File: src/hdl/pts_pkg.sv
// Package with the field widths, action codes and shared types of the task scheduler.
`default_nettype none
package pts_pkg;

  localparam int SLOT_W   = 3;
  localparam int PERIOD_W = 16;

  localparam int TASK_COUNT_DEF    = 8;
  localparam int COUNT_WIDTH_DEF   = 16;
  localparam int PENDING_WIDTH_DEF = 8;

  typedef enum logic [1:0] {
    ACT_TICK     = 2'd0,
    ACT_DISPATCH = 2'd1,
    ACT_INSTALL  = 2'd2
  } action_t;

  typedef struct packed {
    logic [1:0]          action;
    logic [SLOT_W-1:0]   slot;
    logic [PERIOD_W-1:0] period;
    logic                enable;
  } cmd_item_t;

  typedef struct packed {
    logic              dispatched;
    logic [SLOT_W-1:0] task_slot;
  } result_item_t;

  // Decoded command broadcast to every cell.
  typedef struct packed {
    logic              tick;
    logic              dispatch;
    logic              install;
    logic              enable;
    logic [SLOT_W-1:0] slot;
  } cell_cmd_t;

  // Priority link handed from one cell to the next.
  typedef struct packed {
    logic              found;
    logic [SLOT_W-1:0] slot;
  } chain_t;

endpackage
`default_nettype wire

File: src/hdl/pts_cmd_if.sv
// Valid/ready channel carrying scheduler command items.
`default_nettype none
interface pts_cmd_if import pts_pkg::*; ();
  logic      valid;
  logic      ready;
  cmd_item_t data;

  modport source (output valid, output data, input ready);
  modport sink   (input valid, input data, output ready);
endinterface
`default_nettype wire

File: src/hdl/pts_result_if.sv
// Valid/ready channel carrying scheduler result items.
`default_nettype none
interface pts_result_if import pts_pkg::*; ();
  logic         valid;
  logic         ready;
  result_item_t data;

  modport source (output valid, output data, input ready);
  modport sink   (input valid, input data, output ready);
endinterface
`default_nettype wire

File: src/hdl/periodic_task_scheduler.sv
// Top level of the periodic task scheduler: command decode, row of slot cells, result register.
//
//   Port    Direction  Carries
//   cmd     sink       action, slot, period, enable
//   result  source     dispatched, task_slot
//
// One command is taken per cycle; its result is registered and offered the cycle after.
// The priority search ripples through the row of cells within that cycle.
// A new command is taken while the result register is empty or being emptied.
// A stalled result holds, and the command channel stalls behind it.
// Synchronous reset clears every slot.
`default_nettype none
module periodic_task_scheduler import pts_pkg::*; #(
  parameter int TASK_COUNT    = TASK_COUNT_DEF,
  parameter int COUNT_WIDTH   = COUNT_WIDTH_DEF,
  parameter int PENDING_WIDTH = PENDING_WIDTH_DEF
) (
  input wire logic     clk,
  input wire logic     rst,
  pts_cmd_if.sink      cmd,
  pts_result_if.source result
);

  cell_cmd_t              cell_cmd;
  logic [COUNT_WIDTH-1:0] period_cw;
  chain_t                 link [TASK_COUNT+1];
  logic                   take;

  logic         out_valid;
  result_item_t out_data;

  assign cmd.ready    = !out_valid || result.ready;
  assign take         = cmd.valid && cmd.ready;
  assign result.valid = out_valid;
  assign result.data  = out_data;

  assign period_cw = COUNT_WIDTH'(cmd.data.period);

  always_comb begin
    cell_cmd        = '0;
    cell_cmd.enable = cmd.data.enable;
    cell_cmd.slot   = cmd.data.slot;
    unique case (cmd.data.action)
      ACT_TICK:     cell_cmd.tick     = take;
      ACT_DISPATCH: cell_cmd.dispatch = take;
      ACT_INSTALL:  cell_cmd.install  = take;
      default:      ;
    endcase
  end

  assign link[0] = '0;

  for (genvar i = 0; i < TASK_COUNT; i++) begin : g_cell
    pts_cell #(
      .INDEX         (i),
      .COUNT_WIDTH   (COUNT_WIDTH),
      .PENDING_WIDTH (PENDING_WIDTH)
    ) u_cell (
      .clk    (clk),
      .rst    (rst),
      .cmd    (cell_cmd),
      .period (period_cw),
      .up     (link[i]),
      .down   (link[i+1])
    );
  end

  always_ff @(posedge clk) begin
    if (rst) begin
      out_valid <= 1'b0;
    end else if (take) begin
      out_valid <= 1'b1;
    end else if (result.ready) begin
      out_valid <= 1'b0;
    end
  end

  always_ff @(posedge clk) begin
    if (take) begin
      if (cmd.data.action == ACT_DISPATCH && link[TASK_COUNT].found) begin
        out_data.dispatched <= 1'b1;
        out_data.task_slot  <= link[TASK_COUNT].slot;
      end else begin
        out_data <= '0;
      end
    end
  end

  a_take_gives_result: assert property (@(posedge clk) disable iff (rst)
    take |=> out_valid)
    else $error("accepted command did not load the result register");

  a_pending_is_dispatched: assert property (@(posedge clk) disable iff (rst)
    take && cmd.data.action == ACT_DISPATCH && link[TASK_COUNT].found
      |=> out_data.dispatched)
    else $error("dispatch with pending runs reported nothing");

  a_only_dispatch_reports: assert property (@(posedge clk) disable iff (rst)
    take && cmd.data.action != ACT_DISPATCH |=> !out_data.dispatched)
    else $error("non-dispatch command reported a dispatched slot");

  a_idle_slot_zero: assert property (@(posedge clk) disable iff (rst)
    out_valid && !out_data.dispatched |-> out_data.task_slot == '0)
    else $error("slot field not zero on an empty result");

endmodule
`default_nettype wire

File: src/hdl/pts_cell.sv
// One task slot: enable, period, countdown and pending count, plus its link in the priority chain.
`default_nettype none
module pts_cell import pts_pkg::*; #(
  parameter int INDEX         = 0,
  parameter int COUNT_WIDTH   = COUNT_WIDTH_DEF,
  parameter int PENDING_WIDTH = PENDING_WIDTH_DEF
) (
  input  wire logic                   clk,
  input  wire logic                   rst,
  input  wire cell_cmd_t              cmd,
  input  wire logic [COUNT_WIDTH-1:0] period,
  input  wire chain_t                 up,
  output chain_t                      down
);

  localparam logic [SLOT_W-1:0] CELL_ID     = SLOT_W'(INDEX);
  localparam bit                ADDRESSABLE = (INDEX < (1 << SLOT_W));

  logic                     enabled;
  logic [COUNT_WIDTH-1:0]   reload;
  logic [COUNT_WIDTH-1:0]   countdown;
  logic [PENDING_WIDTH-1:0] pending;

  logic has_pending;
  logic chosen;
  logic selected;

  assign has_pending = (pending != '0);
  // A cell is chosen when it has runs waiting and no lower slot has claimed the transfer.
  assign chosen      = has_pending && !up.found;
  assign selected    = ADDRESSABLE && (cmd.slot == CELL_ID);

  assign down.found = up.found || has_pending;
  assign down.slot  = up.found ? up.slot : CELL_ID;

  always_ff @(posedge clk) begin
    if (rst) begin
      enabled   <= 1'b0;
      reload    <= '0;
      countdown <= '0;
      pending   <= '0;
    end else if (cmd.install && selected) begin
      enabled   <= cmd.enable;
      reload    <= period;
      countdown <= period;
      pending   <= '0;
    end else if (cmd.tick && enabled) begin
      countdown <= countdown - COUNT_WIDTH'(1);
      if (countdown == COUNT_WIDTH'(1) && pending != '1) begin
        pending <= pending + PENDING_WIDTH'(1);
      end
    end else if (cmd.dispatch && chosen) begin
      pending   <= pending - PENDING_WIDTH'(1);
      countdown <= reload;
    end
  end

endmodule
`default_nettype wire
File: src/flat_wrapper.sv
// flat-port wrapper written by rule: the top's interface ports become plain ports
module periodic_task_scheduler_flat import pts_pkg::*;
#(
  parameter int TASK_COUNT    = TASK_COUNT_DEF,
  parameter int COUNT_WIDTH   = COUNT_WIDTH_DEF,
  parameter int PENDING_WIDTH = PENDING_WIDTH_DEF
)
  (clk, rst, cmd_valid, cmd_data, cmd_ready, result_valid, result_data, result_ready);
  pts_cmd_if cmd_i ();
  pts_result_if result_i ();
  input wire logic clk;
  input wire logic rst;
  input wire logic [$bits(cmd_i.valid)-1:0] cmd_valid;
  input wire logic [$bits(cmd_i.data)-1:0] cmd_data;
  output wire logic [$bits(cmd_i.ready)-1:0] cmd_ready;
  output wire logic [$bits(result_i.valid)-1:0] result_valid;
  output wire logic [$bits(result_i.data)-1:0] result_data;
  input wire logic [$bits(result_i.ready)-1:0] result_ready;
  assign cmd_i.valid = cmd_valid;
  assign cmd_i.data = cmd_data;
  assign cmd_ready = cmd_i.ready;
  assign result_valid = result_i.valid;
  assign result_data = result_i.data;
  assign result_i.ready = result_ready;
  periodic_task_scheduler #(.TASK_COUNT(TASK_COUNT), .COUNT_WIDTH(COUNT_WIDTH), .PENDING_WIDTH(PENDING_WIDTH)) u_core (.clk(clk), .rst(rst), .cmd(cmd_i), .result(result_i));
endmodule
File: config.mk
export PLATFORM = sky130hd
export DESIGN_NAME = periodic_task_scheduler_flat
export DESIGN_NICKNAME = d
export VERILOG_FILES = /design/src/hdl/pts_pkg.sv /design/src/hdl/pts_cmd_if.sv /design/src/hdl/pts_result_if.sv /design/src/hdl/periodic_task_scheduler.sv /design/src/hdl/pts_cell.sv /design/src/flat_wrapper.sv
export SDC_FILE = /design/constraint.sdc
export NUM_CORES = 1
export LEC_CHECK = 0
export ABC_AREA = 1
export BUFFER_PORTS_ARGS = -buffer_cell sky130_fd_sc_hd__buf_2
export CAP_MARGIN = 20
export CORE_UTILIZATION = 55
export DETAILED_ROUTE_END_ITERATION = 12
export GPL_ROUTABILITY_DRIVEN = 0
export PLACE_DENSITY = 0.78
export SLEW_MARGIN = 40
export SYNTH_ARGS = -nofsm -noshare
export SYNTH_HDL_FRONTEND = slang
export SYNTH_SLANG_ARGS = --single-unit
File: constraint.sdc
create_clock -name clk -period 6 [get_ports clk]
set_input_delay 0.6 -clock clk [delete_from_list [all_inputs] [get_ports clk]]
set_output_delay 0.6 -clock clk [all_outputs]
set_load 0.01 [all_outputs]
* Word-level counts from Yosys, hierarchy flattened
Cells that the tools add are included.
W data, S select, Z words.
** Cells by class
- Reductions and logical operators :: 100
- Add/sub/neg operators :: 24
- Mux-type cells :: 61
- Equal/unequal tests :: 33
** Operators by type and width (count)
- $mux W16 :: 24
- $mux W8 :: 24
- $eq A16 B1 Y1 const B :: 8
- $sub A16 B1 Y16 const B :: 8
- $add A8 B1 Y8 const B :: 8
- $ne A8 B8 Y1 const B :: 8
- $reduce_bool A8 Y1 :: 8
- $sub A8 B1 Y8 const B :: 8
- $logic_and A1 B1 Y1 :: 41
- $reduce_bool A3 Y1 :: 8
- $mux W3 :: 6
- $reduce_bool A2 Y1 :: 9
- $ne A2 B1 Y1 const B :: 8
- $reduce_and A2 Y1 :: 8
- $reduce_or A2 Y1 :: 8
- $eq A3 B3 Y1 const B :: 4
- $logic_not A1 Y1 :: 8
- $logic_or A1 B1 Y1 :: 8
- $eq A3 B2 Y1 const B :: 2
- $mux W1 :: 6
- $mux W4 :: 1
- $eq A3 B1 Y1 const B :: 1
- $logic_not A3 Y1 :: 1
- $eq A2 B1 Y1 const B :: 1
- other kinds (2) :: 2
** Word-level totals
- Word-level logic and storage cells :: 253
- Register bits :: 333
- Output and inout bits :: 6
- Input bits :: 26

* Depth between registers and ports, before layout
Gate-level depths: netlist of run 1.
- Depth in word-level cells :: 13
- Gate-level depth with buffers :: 16
- Mapped depth without buffers :: 15

* Hierarchy
A second synthesis of run 1 with hierarchy kept.
** Unflattened totals
- Cell total of the unflattened synthesis :: 3438
- Area, all modules :: 22291.4 um^2
** Modules (own cells, without submodules)
- pts_cell at u_core.g_cell[1].u_cell ... :: cells each 450, area an instance 2854.0 um^2, seq. area each 820.8 um^2, times used 2
- pts_cell at u_core.g_cell[5].u_cell ... :: cells each 433, area an instance 2737.6 um^2, seq. area each 820.8 um^2, times used 2
- pts_cell at u_core.g_cell[3].u_cell :: cells each 434, area an instance 2782.7 um^2, seq. area each 820.8 um^2, times used 1
- pts_cell at u_core.g_cell[7].u_cell :: cells each 433, area an instance 2761.4 um^2, seq. area each 820.8 um^2, times used 1
- pts_cell at u_core.g_cell[4].u_cell :: cells each 386, area an instance 2680.1 um^2, seq. area each 820.8 um^2, times used 1
- pts_cell at u_core.g_cell[0].u_cell :: cells each 391, area an instance 2623.8 um^2, seq. area each 820.8 um^2, times used 1
- periodic_task_scheduler :: cells each 28, area an instance 260.2 um^2, seq. area each 140.1 um^2, times used 1

* Least setup slack after synthesis of run 1
No wires, ideal clock.
- Path type :: in2reg
- From :: in result_ready
- To :: reg u_core.g_cell[5].u_cell.pending[6]
- Library setup time :: 0.120 ns
- Path buffers :: 2
- Cell stages on the path :: 15
- Path slack :: 3.038 ns
- Arrival :: 2.843 ns
- Required time :: 5.880 ns
- Cells stage by stage :: inv_1 nand2_2 nand4_4 nor2_1 inv_1 buf_2 buf_1 ha_1 a21oi_1 nand2_1 a21oi_1 o21bai_1 or2_2 nand3_1 a21oi_1
** Between the ends
- Longest elaborated chain between the ends :: 6
- Elaborated cells on any way between the ends :: 13
- Those cells by class :: 1 x eq/ne; 4 x mux; 8 x reduce/logical
** RTL lines
- start, declared :: line flat_wrapper.sv:18 : input wire logic [$bits(result_i.ready)-1:0] result_ready;
- $logic_or A1 B1 Y1 * :: line periodic_task_scheduler.sv:32 : assign cmd.ready = !out_valid || result.ready;
- named net cmd_ready :: line flat_wrapper.sv:15 : output wire logic [$bits(cmd_i.ready)-1:0] cmd_ready;
- $logic_and A1 B1 Y1 * :: line periodic_task_scheduler.sv:33 : assign take = cmd.valid && cmd.ready;
- $mux W1 :: line periodic_task_scheduler.sv:43 : unique case (cmd.data.action)
- $logic_and A1 B1 Y1 (on tied branches) :: line pts_cell.sv:47, pts_cell.sv:52
- $ne A2 B1 Y1 (no source line) / $reduce_bool A2 Y1 (equally long branches)
- $reduce_and A2 Y1 (no source line)
- end signal, assigned :: line pts_cell.sv:50 : pending <= pending + PENDING_WIDTH'(1);
- end signal, assigned :: line pts_cell.sv:53 : pending <= pending - PENDING_WIDTH'(1);
- end, declared :: line pts_cell.sv:22 : logic [PENDING_WIDTH-1:0] pending;
The timed path passes the listed nets; every way through them passes the cells marked *.
A chain may end at the register's enable or synchronous reset.

* Worst setup path after layout of run 1
- From :: reg u_core.out_valid, in the netlist u_core.result.valid
- To :: reg u_core.g_cell[3].u_cell.pending[7]
** Between the ends
- Longest elaborated chain between the ends :: 7
- Elaborated cells on any way between the ends :: 14
- Those cells by class :: 1 x eq/ne; 4 x mux; 9 x reduce/logical
** RTL lines
- start, declared :: line periodic_task_scheduler.sv:29 : logic out_valid;
- start signal, assigned :: line periodic_task_scheduler.sv:70 : out_valid <= 1'b0;
- start signal, assigned :: line periodic_task_scheduler.sv:72 : out_valid <= 1'b1;
- start signal, assigned :: line periodic_task_scheduler.sv:74 : out_valid <= 1'b0;
- $logic_not A1 Y1 * :: line periodic_task_scheduler.sv:32
- $logic_or A1 B1 Y1 * :: line periodic_task_scheduler.sv:32
- $logic_and A1 B1 Y1 * :: line periodic_task_scheduler.sv:33
- $mux W1 :: line periodic_task_scheduler.sv:43
- $logic_and A1 B1 Y1 (on tied branches) :: line pts_cell.sv:47, pts_cell.sv:52
- $ne A2 B1 Y1 (no source line) / $reduce_bool A2 Y1 (equally long branches)
- $reduce_and A2 Y1 (no source line)
- end signal, assigned :: line pts_cell.sv:50
- end signal, assigned :: line pts_cell.sv:53
- end, declared :: line pts_cell.sv:22
Every way passes the cells marked *; elsewhere a longest branch is shown, timed or not.

==> results of run 1 <==
state kept, by name (all words and copies together) (netlist names):
name                            flops
u_core.g_cell.u_cell.enabled        8
u_core.result.valid                 1
u_core.g_cell.u_cell.reload       128
u_core.g_cell.u_cell.countdown    128
u_core.g_cell.u_cell.pending       64
u_core.result.data                  4
cells by family (layout without fill, tap and decap cells):
logic type	Yosys count	count (layout)	share of synthesized area, %
XOR/XNOR	119	119	5.41
flip-flops	333	333	34.8
AO/OA/AOI/OAI	656	656	18.6
adder cells (fa/ha/maj)	73	73	5.05
buffers and inverters	438	439	8.86
AND/OR/NAND/NOR	1232	1232	27.3
metal layers:
layer	vias to the layer above	GRT usage, %	share of wire (%)
met3	125	4.71	7.8
met5	-	0	0.026
met4	2	11.6	3.7
met1	8933	37.1	43
met2	740	50.2	46
li1	9442	-	-
cells in the final DEF (no fill, tap or decap), types with 3 or more instances in the layout:
| cell | instances |
|---|---|
| a211oi_1 | 14 |
| a21boi_0 | 3 |
| a21oi_1 | 254 |
| a22o_1 | 9 |
| a31oi_1 | 25 |
| buf_2 | 30 |
| buf_4 | 20 |
| bufinv_16 | 4 |
| clkbuf_1 | 5 |
| clkbuf_16 | 39 |
| clkbuf_8 | 10 |
| clkinv_1 | 6 |
| clkinv_2 | 4 |
| dfxtp_1 | 329 |
| edfxtp_1 | 4 |
| fa_1 | 8 |
| ha_1 | 65 |
| inv_1 | 305 |
| inv_2 | 10 |
| nand2_1 | 605 |
| nand2_2 | 5 |
| nand3_1 | 141 |
| nand3_2 | 6 |
| nand4_1 | 81 |
| nor2_1 | 322 |
| nor2_2 | 8 |
| nor2_4 | 5 |
| nor3_1 | 25 |
| nor4_1 | 23 |
| o2111ai_1 | 5 |
| o211ai_1 | 18 |
| o21ai_0 | 252 |
| o21ai_1 | 4 |
| o221ai_1 | 6 |
| o22ai_1 | 54 |
| o31ai_1 | 8 |
| or2_2 | 6 |
| xnor2_1 | 35 |
| xor2_1 | 84 |
worst max-delay path: cells and delay by family, from the launching register on:
kind | cells | cell delay (ps)
simple gates | 6 | 940
compound gates | 4 | 520
flops | 1 | 310
buf+inv | 2 | 700
fa+ha+maj | 1 | 560
cell usage after synthesis, drive strengths merged (54+ instances only):
| library cell | instances |
|---|---|
| o22ai | 54 |
| o21ai | 256 |
| dfxtp | 329 |
| a21oi | 254 |
| nor2 | 335 |
| nand2 | 610 |
| nand4 | 84 |
| inv | 316 |
| nand3 | 147 |
| ha | 65 |
| xor2 | 84 |
| clkbuf | 77 |
area by class of cell:
class	count	area share, %
clock buffer	54	5.40
clock inverter	15	0.883
inverter	319	5.72
multi-input combinational	2080	51.8
sequential	333	32.0
tap	455	2.72
timing repair buffer	51	1.49
power by group through the flow:
stage | registers [mW] | clock network (mW) | logic (mW)
2_1_floorplan | 2.30 | 0 | 0.243
3_3_place_gp | 2.30 | 0 | 0.343
3_5_place_dp | 2.30 | 0 | 0.351
4_1_cts | 2.25 | 2.46 | 0.354
5_1_grt | 2.25 | 2.55 | 0.395
6_report | 2.25 | 2.43 | 0.363
worst min path at each step:
stage | end | slack, ps | startpoint | cells past startpoint
after floorplan | u_core.g_cell[2].u_cell.reload[2] | 420 | u_core.g_cell[2].u_cell.reload[2] | 2
after global placement | u_core.g_cell[2].u_cell.reload[8] | 440 | u_core.g_cell[2].u_cell.reload[8] | 2
after CTS | u_core.result.valid | 420 | result_ready | 4
after global routing | u_core.result.valid | 440 | cmd_valid | 3
final | u_core.result.valid | 430 | result_ready | 4
after detailed placement | u_core.g_cell[7].u_cell.reload[0] | 440 | u_core.g_cell[7].u_cell.reload[0] | 2
stage by stage:
| step | instances | setup slack [ps] | instance area (um2) | util [%] |
|---|---|---|---|---|
| 2_1_floorplan | 2851 | 3040 | 19300 | - |
| 3_3_place_gp | 3238 | 2630 | 19600 | 57.0 |
| 3_5_place_dp | 3238 | 2530 | 19600 | 57.0 |
| 4_1_cts | 3307 | 2940 | 21000 | 60.8 |
| 5_1_grt | 3307 | 2720 | 21000 | 60.8 |
| 6_report | 3307 | 2890 | 21000 | 60.8 |
==> run metrics, run 1 <==
Post-DP HPWL=35500 um; share of cells above drive strength 1=5.50%; DRC viols=0; clk sinks=333; setup TNS=0 ps; Syn. warnings=0; vias in the first global route=17883; final number of hold-violating endpoints=0; die area=35800 um2; syn nets=2950; drt first pass iters=6; worst reg2reg path endpoint=u_core.g_cell[3].u_cell.pending[7]; DR WL/cell=roughly 16 um; pwr dens=241 nW/um2; Final ANT Viol Nets=0; Comb pwr share=7.2%; Seq. cell area=~6700 um2; sequential power share=44.6%; status=finished, final reports clean; Max Cap Viol=0; first-pass GRT wire length=87400 um; worst r2r src=u_core.result.valid; Iter 0 DRT Violations=1759; max-slew violation count=0; CP Data Arrival Time=3560 ps; flop-to-flop setup slack=between 2000 and 3000 ps; Yosys top cell by area=dfxtp_1; Layout Skew=14.3 ps; largest cells by area after synthesis=dfxtp_1 (34%), nand2_1 (12%), a21oi_1 (6.6%); # fillers=3086; row cnt=68; endpoints failing setup=0; # IOs=32; worst skew pair latency=530 ps; Synth top area share=34.2%; CP required=6450 ps; sequential area share after synthesis=34.8%; Synth Area per Inst=6.75 um2; Worst VDD drop=0.279 mV; Reg2Reg Depth=13; CTS Root Cell=clkbuf_16; largest net degree at the start of global routing=107; Synth Register Bits=around 330; period utilization=51.9%; chip width=189 um; post-cts sizing count=0; worst-margin pin slew=867 ps; core box area=34500 um2; Initial Util=55.9%; Sw Share=between 20 and 25%; Post-CTS Hold Fix Bufs=0; critical path startpoint category=register; RSZ-0062 raised after global routing=false; Crit Path Max Fanout=26; P_leak=9.04 nW; last element of the critical path=u_core.g_cell[3].u_cell.pending[7]; Congestion Overflow GR=0; Critical Path End Type=register; clk slew on worst S/H paths=60 ps; CTS tree=yes; vias per cell=5.82; Num CTS Buffers=38; min cycle time layout=3110 ps; diodes inserted=0; cells after synthesis=2851; vias post-DR=19242; Yosys cell types=44; Int Power=3.82 mW; worst stage delay on the critical path=around 560 ps; crit-path cells=nand2_2 > nand4_4 > nor2_1 > buf_4 > inv_1 > ha_1 > a21oi_1 > o31ai_1 > a21oi_1 > or2_2 > nand2_1 > nand2_1 > a21oi_1; Layout Nets=2922; GRT Total Usage=29.4%; Most common cell on crit path=a21oi_1; area of the multi-input gates=10900 um2; Synth Flop Type=dfxtp_1; CP max stage cell=ha_1; clock share of power=48.2%; post-CTS setup buffers=0; Area growth syn-to-layout=8.85%; DIE HEIGHT=approximately 190 um; Port Buffers=31; FFs w/ async S/R, synth=0%; relative slew slack=42.2%; worst setup path class=register to register; Fmax achieved=321 MHz; P_sw=1.22 mW; Max clock buf depth=3; Worst setup startpoint=u_core.result.valid; Power, Total=5.05 mW; H-tree depth=2; HP Class=primary input to register; final WL=53300 um; worst hold slack=approximately 430 ps; number of synthesized flops with an enable pin=4; synthesized area=between 15000 and 20000 um2; initial antenna violation count=1
No activity file was read; power rests on OpenSTA's default activity.
==> run 2: changes to the inputs <==
--- a/config.mk
+++ b/config.mk
@@ -11,7 +11,7 @@
 export CORE_UTILIZATION = 55
 export DETAILED_ROUTE_END_ITERATION = 12
 export GPL_ROUTABILITY_DRIVEN = 0
-export PLACE_DENSITY = 0.78
+export PLACE_DENSITY = 0.81
 export SLEW_MARGIN = 40
 export SYNTH_ARGS = -nofsm -noshare
 export SYNTH_HDL_FRONTEND = slang
==> constraint.sdc (replaced) <==
create_clock -name clk -period 2.6 [get_ports clk]
set_input_delay 0.26 -clock clk [delete_from_list [all_inputs] [get_ports clk]]
set_output_delay 0.26 -clock clk [all_outputs]
set_load 0.01 [all_outputs]
==> run metrics, run 2 (synthesized netlist as in run 1, its figures left out) <==
status=finished, final reports clean (unchanged); row cnt=68 (unchanged); chip width=189 um (unchanged); # fillers=2997 (was 3086); H-tree depth=2 (unchanged); clk slew on worst S/H paths=60 ps (about the same); Layout Nets=2978 (was 2922); CTS Root Cell=clkbuf_16 (unchanged); worst hold slack=62.2 ps (was 427 ps); HP Class=primary input to register (unchanged); Seq. cell area=6710 um2 (unchanged); first-pass GRT wire length=89100 um (was 87400 um); vias post-DR=19544 (was 19242); Worst VDD drop=0.472 mV (was 0.279 mV); worst skew pair latency=540 ps (was 530 ps); largest net degree at the start of global routing=57 (was 107); drt first pass iters=6 (unchanged); Fmax achieved=403 MHz (was 321 MHz); die area=35800 um2 (unchanged); Num CTS Buffers=37 (was 38); CP required=3050 ps (was 6450 ps); Critical Path End Type=register (unchanged); most frequent cells in the layout=nand2_1 (605), dfxtp_1 (329), nor2_1 (317) (was nand2_1 (605), dfxtp_1 (329), nor2_1 (322)); vias per cell=5.81 (was 5.82); GRT Total Usage=30.2% (was 29.4%); min cycle time layout=2480 ps (was 3110 ps); CP Data Arrival Time=2930 ps (was 3560 ps); P_leak=9.25 nW (was 9.04 nW); endpoints failing setup=0 (unchanged); vias in the first global route=18319 (was 17883); Crit Path Max Fanout=8 (was 26); max-slew violation count=0 (unchanged); worst slack, placed=-34.0 ps (was 2530 ps); core box area=34500 um2 (unchanged); clk sinks=333 (unchanged); commonest non-fill, non-tap cell in the layout=nand2_1 (unchanged); Top Registers=u_core.g_cell.u_cell.countdown x128, u_core.g_cell.u_cell.reload x128, u_core.g_cell.u_cell.pending x64 (unchanged); Max clock buf depth=3 (unchanged); initial antenna violation count=3 (was 1); DIE HEIGHT=189 um (unchanged); Initial Util=55.9% (unchanged); critical path startpoint category=register (unchanged); Port Buffers=31 (unchanged); Setup WS post-layout=122 ps (was 2890 ps); Congestion Overflow GR=0 (unchanged); Max Cap Viol=0 (unchanged); CTS tree=yes (unchanged); worst setup path class=register to register (unchanged); Layout Skew=22.5 ps (was 14.3 ps); area of the multi-input gates=10900 um2 (about the same); DRC viols=0 (unchanged); Post-DP HPWL=36600 um (was 35500 um); RSZ-0062 raised after global routing=true (was false); pwr dens=530 nW/um2 (was 241 nW/um2); Final ANT Viol Nets=0 (unchanged); share of cells above drive strength 1=7.61% (was 5.50%); Area growth syn-to-layout=10.8% (was 8.85%); Power, Total=11.3 mW (was 5.05 mW); DR WL/cell=16.3 um (was 16.1 um); relative slew slack=52.8% (was 42.2%); worst-margin pin slew=706 ps (was 867 ps); setup TNS=0 ps (unchanged); Iter 0 DRT Violations=1674 (was 1759); # IOs=32 (unchanged); final WL=54800 um (was 53300 um); period utilization=95.3% (was 51.9%); final number of hold-violating endpoints=0 (unchanged)
## run 2: cell types whose count changed in the layout (fill, tap and decap cells not counted), moves of 4 or more
| cell | delta |
|---|---|
| buf_4 | +56 |
| clkbuf_1 | +6 |
| clkbuf_8 | -4 |
| inv_1 | -4 |
| nor2_1 | -5 |
| nor2_2 | +5 |
## run 2: path summary, 6_finish.rpt
kind / cells after the start / to / start / slack, ps
worst max register to register: 12 / u_core.g_cell[3].u_cell.pending[7] / u_core.result.valid / 120
worst min register to register: 2 / u_core.g_cell[3].u_cell.reload[1] / u_core.g_cell[3].u_cell.reload[1] / 450
worst min-delay path: 2 / u_core.g_cell[2].u_cell.countdown[14] / rst / 60
worst max-delay path: 12 / u_core.g_cell[3].u_cell.pending[7] / u_core.result.valid / 120
## run 2: where the power goes
group	switching (mW)	total [mW]	internal (mW)
clock network	2.16	5.22	3.06
logic	0.632	0.888	0.256
registers	0.0394	5.20	5.16
total	2.83	11.3	8.48
## run 2: cell type report
cell class | instances | share of cell area, %
repair buffers | 108 | 3.53
clock buffers | 55 | 5.04
flip-flops and latches | 333 | 31.4
well taps | 455 | 2.67
multi-input cells | 2080 | 51.1
clock inverters | 9 | 0.522
inverters | 319 | 5.64
diodes | 2 | 0.0235
## run 2: timing repair
action | CTS | global route
resized for setup | 0 | 20
buffers inserted | 0 | 4
hold buffers | 0 | 0
endpoints found under the setup margin | 0 | 41
## run 2: stage by stage
stage	instance area [um2]	cells	util, %
floorplan	19300	2851	-
global placement	20000	3291	58.2
detailed placement	20000	3291	58.2
CTS	21200	3355	61.6
global route	21300	3361	61.9
finish	21300	3361	61.9
## run 2: critical path, cell delays in order (launching register included)
cell and delay, ps:
dfxtp_1 320, nand2_2 120, nand4_4 210, nor2_2 170
inv_1 180, ha_1 380, inv_1 70, o31ai_1 290
a21oi_1 110, or2_2 280, nand2_1 60, nand2_1 50
a21oi_1 140
## run 2: routing by layer
metal,vias to the layer above,wire [um],global-route usage [%]
li1,9564,-,-
met1,9014,22500,38.9
met2,809,25300,50.4
met5,-,12,0
met3,155,4970,4.58
met4,2,2050,12.2
